[config.mk]
export PLATFORM = sky130hd
export DESIGN_NAME = rle_sprite_row_decoder
export DESIGN_NICKNAME = d
export VERILOG_FILES = /design/src/rsd_pkg.sv /design/src/rle_sprite_row_decoder.sv /design/src/rsd_step.sv
export SDC_FILE = /design/constraint.sdc
export NUM_CORES = 1
export LEC_CHECK = 0
export ABC_AREA = 1
export BUFFER_PORTS_ARGS = -buffer_cell sky130_fd_sc_hd__buf_4
export CAP_MARGIN = 10
export CORE_ASPECT_RATIO = 1.25
export CORE_MARGIN = 4
export CORE_UTILIZATION = 45
export CTS_CLUSTER_SIZE = 16
export DETAILED_ROUTE_END_ITERATION = 12
export GPL_ROUTABILITY_DRIVEN = 1
export PLACE_DENSITY = 0.73
export SLEW_MARGIN = 10
export SYNTH_ARGS = -nofsm -noshare
export SYNTH_HDL_FRONTEND = slang
export SYNTH_SLANG_ARGS = --single-unit
[constraint.sdc]
create_clock -name clk -period 8.5 [get_ports clk]
set_input_delay 1.275 -clock clk [delete_from_list [all_inputs] [get_ports clk]]
set_output_delay 1.275 -clock clk [all_outputs]
set_load 0.01 [all_outputs]
[src/rsd_pkg.sv]
// ----------------------------------------------------------------------------
// rsd_pkg
// Shared types and codes for the sprite row decoder: decode phases, stream
// actions, opcode groups and the per-frame state and result records.
// ----------------------------------------------------------------------------
package rsd_pkg;

  typedef enum logic [2:0] {
    PH_IDLE      = 3'd0,
    PH_OPCODE    = 3'd1,
    PH_ONE_PIXEL = 3'd2,
    PH_RUN_ALPHA = 3'd3,
    PH_RUN_INDEX = 3'd4,
    PH_LITERAL   = 3'd5,
    PH_REPEAT    = 3'd6,
    PH_SKIP      = 3'd7
  } phase_t;

  // stream action carried in tuser
  localparam logic [1:0] ACT_CONTINUE  = 2'd0;
  localparam logic [1:0] ACT_ROW_START = 2'd1;
  localparam logic [1:0] ACT_FRAME_END = 2'd2;

  // opcode group in the top two bits of an opcode byte
  localparam logic [1:0] OPC_SHORT   = 2'b00;
  localparam logic [1:0] OPC_LITERAL = 2'b01;
  localparam logic [1:0] OPC_REPEAT  = 2'b10;
  localparam logic [1:0] OPC_SKIP    = 2'b11;

  localparam logic [7:0]  ALPHA_OPAQUE  = 8'h20;
  localparam logic [5:0]  SKIP_BYTES    = 6'd2;
  localparam logic [10:0] WIDTH_RESET   = 11'd64;
  localparam logic        KIND_RUN      = 1'b0;
  localparam logic        KIND_FRAME    = 1'b1;
  localparam int          OUT_BITS      = 48;

  typedef struct packed {
    phase_t      phase;
    logic [10:0] x;
    logic [9:0]  row;
    logic        started;
    logic [5:0]  pcount;
    logic [7:0]  palpha;
    logic        odd_empty;
  } rsd_state_t;

  typedef struct packed {
    logic        repeat_even_rows;
    logic [7:0]  alpha;
    logic [7:0]  palette_index;
    logic [5:0]  run_length;
    logic [9:0]  x_start;
    logic [9:0]  row;
    logic        kind;
  } rsd_result_t;

  localparam rsd_state_t STATE_RESET = '{
    phase: PH_IDLE, x: 11'd0, row: 10'd0, started: 1'b0,
    pcount: 6'd0, palpha: 8'd0, odd_empty: 1'b1
  };

endpackage

[src/rle_sprite_row_decoder.sv]
// ----------------------------------------------------------------------------
// rle_sprite_row_decoder
// Decodes a run-length-coded sprite frame, one byte per transaction, into
// pixel runs and one frame done report per frame.
// ----------------------------------------------------------------------------
//  channel  | direction | payload
//  ---------+-----------+------------------------------------------------
//  s_*      | in        | tuser: action; tdata: data_byte
//  m_*      | out       | tuser: kind; tdata: run fields / frame report
//  frame_*  | in        | frame_width write (we + wdata), no read-back
//
//  One byte is accepted per cycle; the decode step sits between the decode
//  state registers and the output register, so a result shows in the cycle
//  after its byte. s_tready is low only while a result waits on m_tready.
//  Synchronous reset returns the frame state and sets the width to 64.
// ----------------------------------------------------------------------------
module rle_sprite_row_decoder
  import rsd_pkg::*;
#(
  parameter int MAX_WIDTH = 1024,
  parameter int MAX_ROWS  = 1024
) (
  input  logic        clk,
  input  logic        rst,
  input  logic        s_tvalid,
  output logic        s_tready,
  input  logic [7:0]  s_tdata,   // [7:0] data_byte
  input  logic [1:0]  s_tuser,   // [1:0] action
  output logic        m_tvalid,
  input  logic        m_tready,
  output logic [47:0] m_tdata,   // [9:0] row, [19:10] x_start, [25:20] run_length,
                                 // [33:26] palette_index, [41:34] alpha,
                                 // [42] repeat_even_rows, [47:43] zero
  output logic [0:0]  m_tuser,   // [0] kind
  input  logic        frame_width_we,
  input  logic [10:0] frame_width_wdata
);

  localparam int WIDTH_CAP = (MAX_WIDTH < 1024) ? MAX_WIDTH : 1024;
  localparam int ROW_CAP   = (MAX_ROWS < 1024) ? MAX_ROWS : 1024;

  logic [10:0] frame_width;
  logic [10:0] width_act;
  rsd_state_t  state;
  rsd_state_t  state_next;
  logic        emit;
  rsd_result_t res;
  rsd_result_t out_res;
  logic        accept;

  assign width_act = (frame_width > 11'(WIDTH_CAP)) ? 11'(WIDTH_CAP) : frame_width;
  assign s_tready  = !m_tvalid || m_tready;
  assign accept    = s_tvalid && s_tready;

  rsd_step #(
    .WIDTH_CAP (WIDTH_CAP),
    .ROW_CAP   (ROW_CAP)
  ) u_step (
    .cur       (state),
    .width     (width_act),
    .action    (s_tuser),
    .data_byte (s_tdata),
    .nxt       (state_next),
    .emit      (emit),
    .res       (res)
  );

  always_ff @(posedge clk) begin
    if (rst) begin
      frame_width <= WIDTH_RESET;
    end else if (frame_width_we) begin
      frame_width <= frame_width_wdata;
    end
  end

  always_ff @(posedge clk) begin
    if (rst) begin
      state <= STATE_RESET;
    end else if (accept) begin
      state <= state_next;
    end
  end

  always_ff @(posedge clk) begin
    if (rst) begin
      m_tvalid <= 1'b0;
    end else if (accept && emit) begin
      m_tvalid <= 1'b1;
    end else if (m_tready) begin
      m_tvalid <= 1'b0;
    end
  end

  // payload loads only when a result is produced; hold otherwise
  always_ff @(posedge clk) begin
    if (accept && emit) begin
      out_res <= res;
    end
  end

  assign m_tuser = out_res.kind;
  assign m_tdata = {5'd0, out_res.repeat_even_rows, out_res.alpha, out_res.palette_index,
                    out_res.run_length, out_res.x_start, out_res.row};

endmodule

[src/rsd_step.sv]
// ----------------------------------------------------------------------------
// rsd_step
// Next-state and run logic for one stream byte: opcode decode, clipping to
// the row width and column advance.
// ----------------------------------------------------------------------------
module rsd_step
  import rsd_pkg::*;
#(
  parameter int WIDTH_CAP = 1024,
  parameter int ROW_CAP   = 1024
) (
  input  rsd_state_t  cur,
  input  logic [10:0] width,
  input  logic [1:0]  action,
  input  logic [7:0]  data_byte,
  output rsd_state_t  nxt,
  output logic        emit,
  output rsd_result_t res
);

  localparam logic [10:0] WCAP     = 11'(WIDTH_CAP);
  localparam logic [10:0] ROW_LAST = 11'(ROW_CAP - 1);

  typedef struct packed {
    logic        ok;
    rsd_result_t r;
  } run_t;

  function automatic rsd_state_t finish_op(rsd_state_t s, logic [5:0] len,
                                           logic [10:0] w);
    logic [11:0] nx;
    nx = {1'b0, s.x} + {6'd0, len};
    s.x = (nx > {1'b0, WCAP}) ? WCAP : nx[10:0];
    s.phase = (s.x >= w) ? PH_IDLE : PH_OPCODE;
    return s;
  endfunction

  function automatic run_t emit_run(rsd_state_t s, logic [10:0] w, logic [5:0] len,
                                    logic [7:0] idx, logic [7:0] alpha);
    run_t        o;
    logic [10:0] room;
    logic [5:0]  len_c;
    o = '0;
    room = w - s.x;
    len_c = ({5'd0, len} > room) ? room[5:0] : len;
    if (s.x < w && alpha != 8'd0 && len_c != 6'd0) begin
      o.ok = 1'b1;
      o.r.kind = KIND_RUN;
      o.r.row = s.row;
      o.r.x_start = s.x[9:0];
      o.r.run_length = len_c;
      o.r.palette_index = idx;
      o.r.alpha = alpha;
    end
    return o;
  endfunction

  rsd_state_t st;
  run_t       run;
  logic       take;

  always_comb begin
    st = cur;
    run = '0;
    take = 1'b0;
    res = '0;
    emit = 1'b0;

    case (action)
      ACT_FRAME_END: begin
        st = STATE_RESET;
      end
      ACT_ROW_START: begin
        if (cur.started && {1'b0, cur.row} >= ROW_LAST) begin
          st.phase = PH_IDLE;
        end else begin
          st.row = cur.started ? cur.row + 10'd1 : 10'd0;
          st.started = 1'b1;
          st.x = 11'd0;
          st.pcount = 6'd0;
          st.palpha = 8'd0;
          if (width == 11'd0) begin
            st.phase = PH_IDLE;
          end else begin
            st.phase = PH_OPCODE;
            take = 1'b1;
          end
        end
      end
      ACT_CONTINUE: begin
        take = (cur.phase != PH_IDLE);
      end
      default: begin
      end
    endcase

    if (take) begin
      case (st.phase)
        PH_OPCODE: begin
          if (data_byte == 8'd0) begin
            st.phase = PH_IDLE;
          end else begin
            case (data_byte[7:6])
              OPC_SHORT: begin
                if (st.row[0]) st.odd_empty = 1'b0;
                if (data_byte[5]) begin
                  st.palpha = {3'd0, data_byte[4:0]};
                  st.phase = PH_ONE_PIXEL;
                end else begin
                  st.pcount = {1'b0, data_byte[4:0]};
                  st.phase = PH_RUN_ALPHA;
                end
              end
              OPC_LITERAL: begin
                if (st.row[0]) st.odd_empty = 1'b0;
                st.pcount = data_byte[5:0];
                if (data_byte[5:0] == 6'd0) st = finish_op(st, 6'd0, width);
                else st.phase = PH_LITERAL;
              end
              OPC_REPEAT: begin
                if (st.row[0]) st.odd_empty = 1'b0;
                st.pcount = data_byte[5:0];
                st.phase = PH_REPEAT;
              end
              default: begin
                if (data_byte[5:0] == 6'd0) begin
                  st.pcount = SKIP_BYTES;
                  st.phase = PH_SKIP;
                end else begin
                  st = finish_op(st, data_byte[5:0], width);
                end
              end
            endcase
          end
        end
        PH_ONE_PIXEL: begin
          run = emit_run(st, width, 6'd1, data_byte, st.palpha);
          st = finish_op(st, 6'd1, width);
        end
        PH_RUN_ALPHA: begin
          st.palpha = data_byte;
          st.phase = PH_RUN_INDEX;
        end
        PH_RUN_INDEX: begin
          if (st.palpha != 8'd0) begin
            run = emit_run(st, width, st.pcount, data_byte, st.palpha);
            st = finish_op(st, st.pcount, width);
          end else begin
            st = finish_op(st, 6'd0, width);
          end
        end
        PH_LITERAL: begin
          run = emit_run(st, width, 6'd1, data_byte, ALPHA_OPAQUE);
          st.pcount = st.pcount - 6'd1;
          if (st.pcount == 6'd0) begin
            st = finish_op(st, 6'd1, width);
          end else begin
            // advance one column, stay in the literal
            st.x = (st.x >= WCAP) ? WCAP : st.x + 11'd1;
          end
        end
        PH_REPEAT: begin
          run = emit_run(st, width, st.pcount, data_byte, ALPHA_OPAQUE);
          st = finish_op(st, st.pcount, width);
        end
        PH_SKIP: begin
          st.pcount = st.pcount - 6'd1;
          if (st.pcount == 6'd0) st = finish_op(st, 6'd0, width);
        end
        default: begin
        end
      endcase
    end

    if (action == ACT_FRAME_END) begin
      emit = 1'b1;
      res.kind = KIND_FRAME;
      res.repeat_even_rows = cur.odd_empty;
    end else if (run.ok) begin
      emit = 1'b1;
      res = run.r;
    end
    nxt = st;
  end

endmodule

After elaboration in Yosys (flattened, before gate mapping)
Index checks and enable logic that the tools add are counted.
- logic and storage cells: 136
- input bits: 26
- register bits after elaboration: 96
- equality and inequality tests: 11
- magnitude comparators: 14
- reductions and logical operators: 23
- bitwise operators: 2
- mux-type cells: 63
- add/subtract/negate cells: 7
- operator list (cell ; number):
    case mux 45 bit (4 select lines) ; 1
    case mux 28 bit (6 select lines) ; 1
    2-to-1 mux 40 bit ; 3
    2-to-1 mux 45 bit ; 2
    2-to-1 mux 43 bit ; 2
    2-to-1 mux 41 bit ; 2
    case mux 39 bit (2 select lines) ; 1
    2-to-1 mux 11 bit ; 7
    2-to-1 mux 37 bit ; 2
    >= comparator 11 bit ; 4
    2-to-1 mux 44 bit ; 1
    case mux 22 bit (2 select lines) ; 1
    > comparator 12 x 11 -> 1 bit, second input constant ; 3
    2-to-1 mux 36 bit ; 1
    case mux 8 bit (4 select lines) ; 1
    adder 11 x 6 -> 12 bit ; 2
    2-to-1 mux 6 bit ; 4
    > comparator 11 bit, second input constant ; 2
    2-to-1 mux 22 bit ; 1
    case mux 3 bit (7 select lines) ; 1
    2-to-1 mux 1 bit ; 19
    case mux 6 bit (3 select lines) ; 1
    case mux 8 bit (2 select lines) ; 1
    2-to-1 mux 3 bit ; 5
    34 further kinds ; 52

Logic depth before layout (Yosys ltp)
Gate-level depths: netlist of the first run.
- word-level depth: 19
- depth in mapped cells: 36
- mapped depth without buffers: 35

Hierarchy
Synthesis of the first run repeated with hierarchy kept, for this count alone.
- cells, all modules: 1500
- area, all modules: 9713.1 um2
- modules (own cells, without submodules) (module ; cells each ; area each (um2) ; instances):
    rsd_step ; 1200 ; 6414.9 ; 1
    rle_sprite_row_decoder ; 300 ; 3298.2 ; 1

Worst setup path before layout of the first run
No wires, ideal clock.
- path type: in2reg
- from: input s_tuser[0]
- to: register out_res, in the netlist m_tdata[0], enable pin
- data required time: 8098 ps
- cell stages on the path: 28
- data arrival time: 5797 ps
- buffers on the path: 2
- setup slack: 2301 ps
- path through: inv_1 -> ha_1 -> buf_4 -> nand2_2 -> nand2_4 -> buf_6 -> nor2_2 -> ha_1 -> fa_1 -> xnor2_1 -> inv_1 -> ha_1 -> nand2_1 -> nor2_1 -> a211oi_1 -> o21ai_0 -> nand2_1 -> inv_1 -> o21ai_0 -> nor2_1 -> nand2_2 -> o21ai_0 -> nor2_1 -> nand3_1 -> o21ai_2 -> nand2_2 -> nand3_1 -> nand2_1
- longest elaborated chain between the ends: 14
- ends and longest elaborated chain (what ; line ; text):
    start, declared ; rle_sprite_row_decoder.sv:28 ; input logic [1:0] s_tuser,
    equality test 2 x 1 -> 1 bit or equality test 2 bit (tied branches) ; rsd_step.sv:69, rsd_step.sv:175 ;
    case mux 39 bit (2 select lines) ; rsd_step.sv:69 ; case (action)
    subtractor 11 bit ; rsd_step.sv:44 ; room = w - s.x;
    > comparator 6 x 11 -> 1 bit ; rsd_step.sv:45 ; len_c = ({5'd0, len} > room) ? room[5:0] : len;
    2-to-1 mux 6 bit ; rsd_step.sv:45 ;
    nonzero test 6 bit ; rsd_step.sv:46 ; if (s.x < w && alpha != 8'd0 && len_c != 6'd0) begin
    logical AND 1 bit ; rsd_step.sv:46 ;
    2-to-1 mux 1 bit ; rsd_step.sv:46 ;
    2-to-1 mux 45 bit ; rsd_step.sv:145 ; if (st.palpha != 8'd0) begin
    case mux 45 bit (4 select lines) ; rsd_step.sv:98 ; case (st.phase)
    2-to-1 mux 45 bit ; rsd_step.sv:97 ; if (take) begin
    2-to-1 mux 1 bit ; rsd_step.sv:179 ; end else if (run.ok) begin
    2-to-1 mux 1 bit (*) ; rsd_step.sv:175 ; if (action == ACT_FRAME_END) begin
    logical AND 1 bit (*) ; rle_sprite_row_decoder.sv:96 ; if (accept && emit) begin
    end signal, assigned ; rle_sprite_row_decoder.sv:97 ; out_res <= res;
    end, declared ; rle_sprite_row_decoder.sv:48 ; rsd_result_t out_res;
Mark *: on every way between the ends. The rest lies on a longest branch, timed or not.
A chain may end at the register's enable or synchronous reset.

Worst setup path after layout of the first run
- from: input s_tuser[1]
- to: register out_res, in the netlist m_tdata[37], enable pin
Same word-level chain as after synthesis.

==> flow_summary.ini, run 1 <==
[synthesis]
synth_enable_flop_cells = 44
synth_top_family_by_area = simple AND/OR/NAND/NOR gates
synthAdderAreaFrac_pct = 11.9
synth-simple-area-share_pct = 34.4
syn_inst = 1428
synth.distinct_cells = 58
yosysWarnings = 0
yosysSeqAreaShare_pct = 25.3
postSynthAreaPerCell_um2 = 6.54
synth_compound_area_share_pct = 16.8
synth_area_leaders = edfxtp_1 (14%), nand2_1 (12%), ha_1 (11%)
synth_xor_area_share_pct = 1.50
synth_area_um2 = 9340
synth_top_area_share_pct = 14.1
ys_async_sr_fraction_pct = 0
ys_ff_latch = 96
synthMuxAreaShare_pct = 0
synth.largest_area_cell = edfxtp_1
synth_ff_type = dfxtp_1

[clock_network]
clkLatencyLatePin_ns = 0.36
post_cts_buffers = 0
cts_hold_buf = 0
cts.repair.resized = 0
path_clk_slew_ns = 0.07
cts_max_path_buffers = 2
cts.sinks = 96
cts_root_buf = clkbuf_16
cts_max_level = 3
numCtsBuffers = 9
cts_tree = yes

[sta]
period_share_pct = 78.8
max-slew-margin-rel_pct = 35.0
fin_setup_tns_ns = 0
grt_setup_unrepaired = no
layout_min_cycle_time_ns = 6.70
finClkSkew_ns = 0.0197
finalHoldViolCount = 0
setup_viol = 0
drv_slew = 0
worst_slew_pin_slew_ns = 0.971
fmax_mhz = 149

[setup_path]
crit_top_cell = nand2_2
rr_endpoint = m_tdata[37]
r2r_setup_slack_ns = 2.11
cpLargestDelayFamily = simple AND/OR/NAND/NOR gates
required_ns = 8.47
setup.worst_path.class = input pin to register
crit_slowest_cell = nand2_2
worstSetupStartpointType = input pin
worstSetupEndpointType = register
arrival_ns = 6.67
critPathMaxFanout = 44
ff2ff_path_depth = 27
critPathMaxStageDelay_ns = 0.74
r2r-start = frame_width[9]
cp_num_buf_inv = 4

[global_route]
met2_usage_pct = 46.4
grt_pass1_wl_mm = 50.2
grt_usage_pct = 28.1
busiest_layer = met2
overflow = 0
grt_use_met3_pct = 2.79
grt_max_degree = 45
grtUsageMet1_pct = 34.0
grt_pass1_vias = 9118
antenna_found_initial = 0

[finish]
fillers = 2047
final_area_um2 = 10400
diodes = 0
area_growth_pct = 11.4
final_common_cell = nand2_1
mostFrequentLayoutCells = nand2_1 (305), nor2_1 (196), inv_1 (186), a21oi_1 (115), nand3_1 (92)
nets = 1594
drive_above_1_share_pct = 10.6

[die]
die_height_um = 169
rows = 58
io_pins = 77
die-area_um2 = 23100
fp.dieW_um = 137
start_util_pct = 46.1
core_area_um2 = 20200

[detailed_routing]
first_pass_iters = 6
drc = 0
drt_wl_total_mm = 33.2
detail-route-antenna-nets = 0
wire_per_inst_um = 18.9
via_count = 10090
drt_iter0_markers = 1120
avgViaCountPerCell = 5.75

[placed_design]
io_buffers = 71
dpl.hpwl_mm = 26.7
placed_area_um2 = 10100
gp_congestion = 1.09

[flow_run]
maxCapViolCount = 0

[power_and_ir_drop]
power_density_nw_per_um2 = 129
p_leak_nw = 4.71
ir_drop_uv = 113

[worst_hold_path]
hold_class = register to register
min_path_cells = 2
whs_endpoint = state[14]
hold_path_startpoint = state[14]

[run_status]
status = completed
-- power breakdown --
| group | internal [W] | switching (W) | total [W] | leakage, nW |
|---|---|---|---|---|
| logic | 0.000130 | 0.000276 | 0.000406 | 3.75 |
| registers | 0.000504 | 0.0000148 | 0.000518 | 0.808 |
| clock network | 0.000210 | 0.000207 | 0.000417 | 0.150 |
| total | 0.000844 | 0.000498 | 0.00134 | 4.71 |
-- stage by stage --
step	hold WS [ns]	setup slack (ns)	util, %	cells	total power [W]
6_report	0.470	1.80	51.4	1756	0.00134
5_1_grt	0.501	1.41	51.4	1756	0.00141
4_1_cts	0.469	1.81	51.4	1756	0.00134
3_5_place_dp	0.457	1.43	49.9	1740	0.000924
3_3_place_gp	0.450	1.68	49.9	1740	0.000919
2_1_floorplan	0.437	2.30	-	1432	0.000806
-- layer usage --
| layer | share of wire (%) | wire, um | up-vias |
|---|---|---|---|
| li1 | - | - | 4897 |
| met1 | 39 | 12800 | 4534 |
| met2 | 46 | 15200 | 510 |
| met3 | 7.1 | 2350 | 149 |
| met4 | 8.5 | 2810 | 0 |
| met5 | 0 | 0 | - |
-- Yosys cell counts (16+ instances only) --
| cell type | number |
|---|---|
| dfxtp_1 | 52 |
| nand2_1 | 306 |
| nor2_1 | 196 |
| inv_1 | 186 |
| ha_1 | 84 |
| nand4_1 | 42 |
| edfxtp_1 | 44 |
| o21ai_0 | 82 |
| nor3_1 | 16 |
| nand2_2 | 16 |
| a21oi_1 | 115 |
| clkbuf_1 | 25 |
| nand3_1 | 92 |
-- worst reg2reg max path, stage by stage, from the launching register on --
cell and delay [ns]:
dfxtp_1 0.31, inv_1 0.13, nand2_1 0.07, nor3_1 0.58, nor2_1 0.27, nor2_1 0.70, inv_1 0.11, ha_1 0.26
fa_1 0.42, xnor2_1 0.25, inv_1 0.10, ha_1 0.30, nand2_1 0.07, nor2_1 0.09, a211oi_1 0.05, o21ai_0 0.16
nand2_1 0.07, inv_1 0.05, o21ai_0 0.06, nor2_1 0.22, nand2_2 0.15, o21ai_0 0.25, nor2_1 0.07, nand3_1 0.13
o21ai_2 0.14, nand2_2 0.13, nand3_1 0.12, nand2_2 0.74
-- cell type report --
type                    instances  area, um^2  share of cell area [%]
multi-input cells            1099        6060                    58.2
clock inverters                 7        86.3                   0.830
clock buffers                   9         225                    2.16
well taps                     270         338                    3.25
inverters                     195         732                    7.03
flip-flops and latches         96        2360                    22.7
repair buffers                 80         601                    5.77
-- sequential cells by signal, summed over array words and instances (netlist names) --
register,flops
m_tdata,43
m_tvalid,1
state,40
frame_width,11
m_tuser,1
-- cells by family after synthesis --
group / count (synthesis)
AO/OA/AOI/OAI: 274
XOR/XNOR: 16
adder cells (fa/ha/maj): 87
buffers and inverters: 237
flip-flops: 96
other: 1
AND/OR/NAND/NOR: 717
-- worst max-delay path by stage --
stage               start  depth (start not counted)          end
2_1_floorplan  s_tuser[0]                         28   m_tdata[0]
3_3_place_gp   s_tuser[0]                         27  m_tdata[17]
3_5_place_dp   s_tuser[1]                         27  m_tdata[18]
4_1_cts        s_tuser[1]                         27  m_tdata[37]
5_1_grt        s_tuser[1]                         27  m_tdata[37]
6_report       s_tuser[1]                         27  m_tdata[37]
Note: power is estimated with default switching activity, not from simulation.
==> run 2, diff against run 1 <==
--- a/config.mk
+++ b/config.mk
@@ -14,7 +14,7 @@
 export CTS_CLUSTER_SIZE = 16
 export DETAILED_ROUTE_END_ITERATION = 12
 export GPL_ROUTABILITY_DRIVEN = 1
-export PLACE_DENSITY = 0.73
+export PLACE_DENSITY = 0.75
 export SLEW_MARGIN = 10
 export SYNTH_ARGS = -nofsm -noshare
 export SYNTH_HDL_FRONTEND = slang
==> constraint.sdc (replaced) <==
create_clock -name clk -period 5.6 [get_ports clk]
set_input_delay 0.84 -clock clk [delete_from_list [all_inputs] [get_ports clk]]
set_output_delay 0.84 -clock clk [all_outputs]
set_load 0.01 [all_outputs]
==> run 2 against run 1 <==
  * Via count rose by 1.4%
  * Sequential share of layout area fell by 0.82 points
  * Worst setup slack got worse by 1.4 ns
  * Critical path type unchanged
  * Highest routed layer unchanged
==> flow_summary.ini, run 2 (same netlist as run 1, synthesis figures left out) <==
[sta]
worst_slew_pin_slew_ns = 0.801
grt_setup_unrepaired = no
layout_min_cycle_time_ns = 5.16
max-slew-margin-rel_pct = 46.5
setup_viol = 0
finalHoldViolCount = 0
drv_slew = 0
finClkSkew_ns = 0.0207
fmax_mhz = 194
period_share_pct = 92.1

[clock_network]
cts_root_buf = clkbuf_16
cts_max_level = 3
cts_max_path_buffers = 2
numCtsBuffers = 9
clkLatencyLatePin_ns = 0.36
cts.sinks = 96
post_cts_buffers = 0
cts_tree = yes
path_clk_slew_ns = 0.08

[setup_path]
worstSetupEndpointType = register
worstSetupStartpointType = input pin
cpLargestDelayFamily = simple AND/OR/NAND/NOR gates
rr_endpoint = state[37]
setup.worst_path.class = input pin to register
required_ns = 5.85
crit_top_cell = nand2_1
critPathMaxFanout = 9
ff2ff_path_depth = 30
r2r_setup_slack_ns = 0.52
critPathMaxStageDelay_ns = 0.35
cp_num_buf_inv = 6
crit_slowest_cell = o311ai_1
arrival_ns = 5.41
r2r-start = state[16]

[global_route]
overflow = 0
grt_pass1_vias = 9611
grt_pass1_wl_mm = 53.5
antenna_found_initial = 0
grt_usage_pct = 30.0
grt_max_degree = 43

[finish]
diodes = 0
mostFrequentLayoutCells = nand2_1 (305), nor2_1 (195), inv_1 (185), buf_4 (123), a21oi_1 (115)
regArea_um2 = 2360
final_common_cell = nand2_1
nets = 1640
fillers = 2075
multi_input_area_um2 = 6080
area_growth_pct = 15.5
drive_above_1_share_pct = 13.6
largest_reg_flops = 43
instances_no_fill = 1802

[power_and_ir_drop]
power_density_nw_per_um2 = 193
ir_drop_uv = 139
p_leak_nw = 4.94
power.total_w = 0.00208

[detailed_routing]
wire_per_inst_um = 19.3
drt_iter0_markers = 1055
detail-route-antenna-nets = 0
drt_wl_total_mm = 34.9
via_count = 10234
avgViaCountPerCell = 5.68
drc = 0
first_pass_iters = 6

[run_status]
status = completed

[die]
start_util_pct = 46.1
core_area_um2 = 20200
rows = 58
die_height_um = 169
fp.dieW_um = 137
die-area_um2 = 23100
io_pins = 77

[placed_design]
placed_cells = 1786
dpl.hpwl_mm = 28.0
io_buffers = 71
gp_congestion = 1.02

[worst_hold_path]
min_path_cells = 2
whs_endpoint = state[2]
hold_path_startpoint = state[2]
hold_class = register to register

[flow_run]
maxCapViolCount = 0
run 2: worst max-delay path by stage:
stage / to / from / slack (ns) / cells after the start
after floorplan: m_tdata[0] / s_tuser[0] / 0.24 / 28
after global placement: state[37] / s_tuser[1] / 0.07 / 30
after detailed placement: state[37] / s_tuser[1] / -0.07 / 30
after CTS: state[37] / s_tuser[1] / 0.27 / 30
after global routing: state[37] / s_tuser[1] / 0.02 / 32
final: state[37] / s_tuser[1] / 0.44 / 30
run 2: per-stage QoR:
stage / TNS (ns) / cell area (um^2) / setup WS (ns) / hold WS (ns) / utilization, %
after floorplan: 0 / 9360 / 0.237 / 0.437 / -
after global placement: 0 / 10500 / 0.0699 / 0.448 / 51.7
after detailed placement: -0.0745 / 10500 / -0.0745 / 0.452 / 51.7
after CTS: 0 / 10800 / 0.267 / 0.470 / 53.2
after global routing: 0 / 10800 / 0.0169 / 0.495 / 53.3
final: 0 / 10800 / 0.441 / 0.477 / 53.3
run 2: worst min-delay path: stages (launching register included):
cell,delay (ns)
dfxtp_1,0.31
inv_1,0.06
a211oi_1,0.06
run 2: area by class of cell:
class	count	area share (%)
timing repair buffer	126	9.11
multi-input combinational	1099	56.3
clock buffer	9	2.09
inverter	195	6.81
sequential	96	21.9
tap	270	3.13
clock inverter	7	0.672
run 2: power breakdown:
| part | internal (W) | switching (W) |
|---|---|---|
| clock network | 0.000316 | 0.000319 |
| logic | 0.000223 | 0.000433 |
| registers | 0.000764 | 0.0000233 |
| total | 0.00130 | 0.000775 |
run 2: layer usage:
layer  global-route usage, %  share of wire [%]
met5                       0                  0
met3                    2.73                6.4
met2                    47.9                 45
met4                    20.9                7.9
met1                    37.8                 41
run 2: timing repair:
| item | 4_1_cts | 5_1_grt |
|---|---|---|
| endpoints found under the setup margin | 0 | 1 |
| resized for setup | 0 | 6 |
| hold buffers | 0 | 0 |
| hold endpoints to repair | 0 | 0 |
==> run 3, diff against run 2 <==
--- a/config.mk
+++ b/config.mk
@@ -8,7 +8,7 @@
 export ABC_AREA = 1
 export BUFFER_PORTS_ARGS = -buffer_cell sky130_fd_sc_hd__buf_4
 export CAP_MARGIN = 10
-export CORE_ASPECT_RATIO = 1.25
+export CORE_ASPECT_RATIO = 1.4
 export CORE_MARGIN = 4
 export CORE_UTILIZATION = 45
 export CTS_CLUSTER_SIZE = 16
==> run 3 against run 2 <==
  * Largest power group unchanged
  * Core utilization is 0.62 points lower
  * Clock-buffer cell count did not move
  * Largest cell class unchanged
  * Sequential share of layout area hardly changed
==> flow_summary.ini, run 3 (same netlist as run 1, synthesis figures left out) <==
[setup_path]
crit_end = m_tdata[19]
setup.worst_path.class = input pin to register
required_ns = 5.66
r2r_setup_slack_ns = 0.39
arrival_ns = 5.36
worstSetupEndpointType = register
worstSetupStartpointType = input pin
critPathMaxFanout = 23
cp.depth = 29
cpLargestDelayFamily = simple AND/OR/NAND/NOR gates
rr_endpoint = m_tdata[19]
crit_slowest_cell = ha_2
r2r-start = frame_width[6]
cp-startpoint = s_tuser[1]
cp_num_buf_inv = 6
crit_top_cell = nand2_2
critPathMaxStageDelay_ns = 0.46
ff2ff_path_depth = 29

[clock_network]
cts_max_path_buffers = 2
path_clk_slew_ns = 0.08
cts.sinks = 96
post_cts_buffers = 0
clkLatencyLatePin_ns = 0.37
cts_hold_buf = 0
numCtsBuffers = 9
cts_max_level = 3
cts_tree = yes
cts_root_buf = clkbuf_16

[finish]
final_common_cell = nand2_1
largest_reg_flops = 43
diodes = 0
nets = 1642
fillers = 2087
drive_above_1_share_pct = 13.6
mostFrequentLayoutCells = nand2_1 (305), nor2_1 (195), inv_1 (185), buf_4 (124), a21oi_1 (115)
area_growth_pct = 15.5

[sta]
fmax_mhz = 188
setup_viol = 0
layout_setup_ws_ns = 0.295
fin_setup_tns_ns = 0
layout_min_cycle_time_ns = 5.31
drv_slew = 0
max-slew-margin-rel_pct = 30.5
finalHoldViolCount = 0
period_share_pct = 94.7
worst_slew_pin_slew_ns = 1.04
grt_setup_unrepaired = no
finClkSkew_ns = 0.0204

[detailed_routing]
wl_met1_mm = 13.2
wire_per_inst_um = 20.1
drt_wl_total_mm = 35.9
avgViaCountPerCell = 5.86
drc = 0
via_count = 10493
first_pass_iters = 6
wl_met2_mm = 17.1
drt_iter0_markers = 1190
top_layer_used = met4
met3WireLength_mm = 2.49
detail-route-antenna-nets = 0

[run_status]
status = completed

[die]
rows = 62
die_height_um = 178
start_util_pct = 45.6
die-area_um2 = 23200
io_pins = 77
fp.dieW_um = 130
core_area_um2 = 20500

[power_and_ir_drop]
clockPowerShare_pct = 30.8
power.total_w = 0.00208
ir_drop_uv = 152
power.switching_w = 0.000784
p_comb_share_pct = 31.5
p_leak_nw = 4.94
power_density_nw_per_um2 = 193
internal_power_w = 0.00130
power_frac_seq_pct = 37.8
switching_share_pct = 37.6

[placed_design]
pre_cts_slack_ns = -0.182
io_buffers = 71
dpl.hpwl_mm = 29.1
gp_congestion = 1.06

[global_route]
antenna_found_initial = 0
grt_usage_pct = 30.5
grt_pass1_wl_mm = 54.1
overflow = 0
grt_pass1_vias = 9820
grt_max_degree = 44

[flow_run]
maxCapViolCount = 0

[worst_hold_path]
hold_path_startpoint = state[14]
hold_class = register to register
-- run 3: per-layer routing --
layer	GRT usage (%)	vias to the layer above
met5	0	-
met4	22.3	0
met3	4.10	163
met2	52.4	544
met1	34.0	4796
li1	-	4990
-- run 3: how the worst min path moves through the flow --
stage	to	slack, ns	cells after the start
6_report	state[14]	0.48	2
5_1_grt	state[4]	0.50	2
4_1_cts	state[4]	0.48	2
3_5_place_dp	state[4]	0.46	2
3_3_place_gp	state[4]	0.45	2
2_1_floorplan	state[2]	0.44	2
-- run 3: metrics by stage --
step,cells,area (um^2),utilization (%),hold WS (ns)
floorplan,1432,9360,-,0.437
global placement,1774,10500,51.2,0.452
detailed placement,1774,10500,51.2,0.460
CTS,1790,10800,52.7,0.475
global route,1790,10800,52.7,0.500
finish,1790,10800,52.7,0.476
-- run 3: power by group through the flow --
stage          clock [W]  sequential, W  combinational [W]
5_1_grt         0.000669       0.000790           0.000720
3_3_place_gp           0       0.000801           0.000632
4_1_cts         0.000647       0.000786           0.000644
3_5_place_dp           0       0.000803           0.000641
2_1_floorplan          0       0.000801           0.000422
6_report        0.000641       0.000787           0.000657
-- run 3: layout make-up --
cell class / count / area, um^2 / area share (%)
multi-input combinational: 1099 / 6070 / 56.2
sequential: 96 / 2360 / 21.9
timing repair buffer: 128 / 1010 / 9.37
inverter: 195 / 736 / 6.82
tap: 256 / 320 / 2.97
clock buffer: 9 / 225 / 2.09
clock inverter: 7 / 72.6 / 0.672
-- run 3: timing repair --
| action | 4_1_cts | 5_1_grt |
|---|---|---|
| endpoints found under the setup margin | 0 | 55 |
| endpoints found under the hold margin | 0 | 0 |
| resized for setup | 0 | 7 |
-- run 3: worst min-delay path, delay by kind of cell (launching register included) --
kind	cells	cell delay, ns
AO/OA/AOI/OAI	1	0.05
flip-flops	1	0.32
AND/OR/NAND/NOR	1	0.06
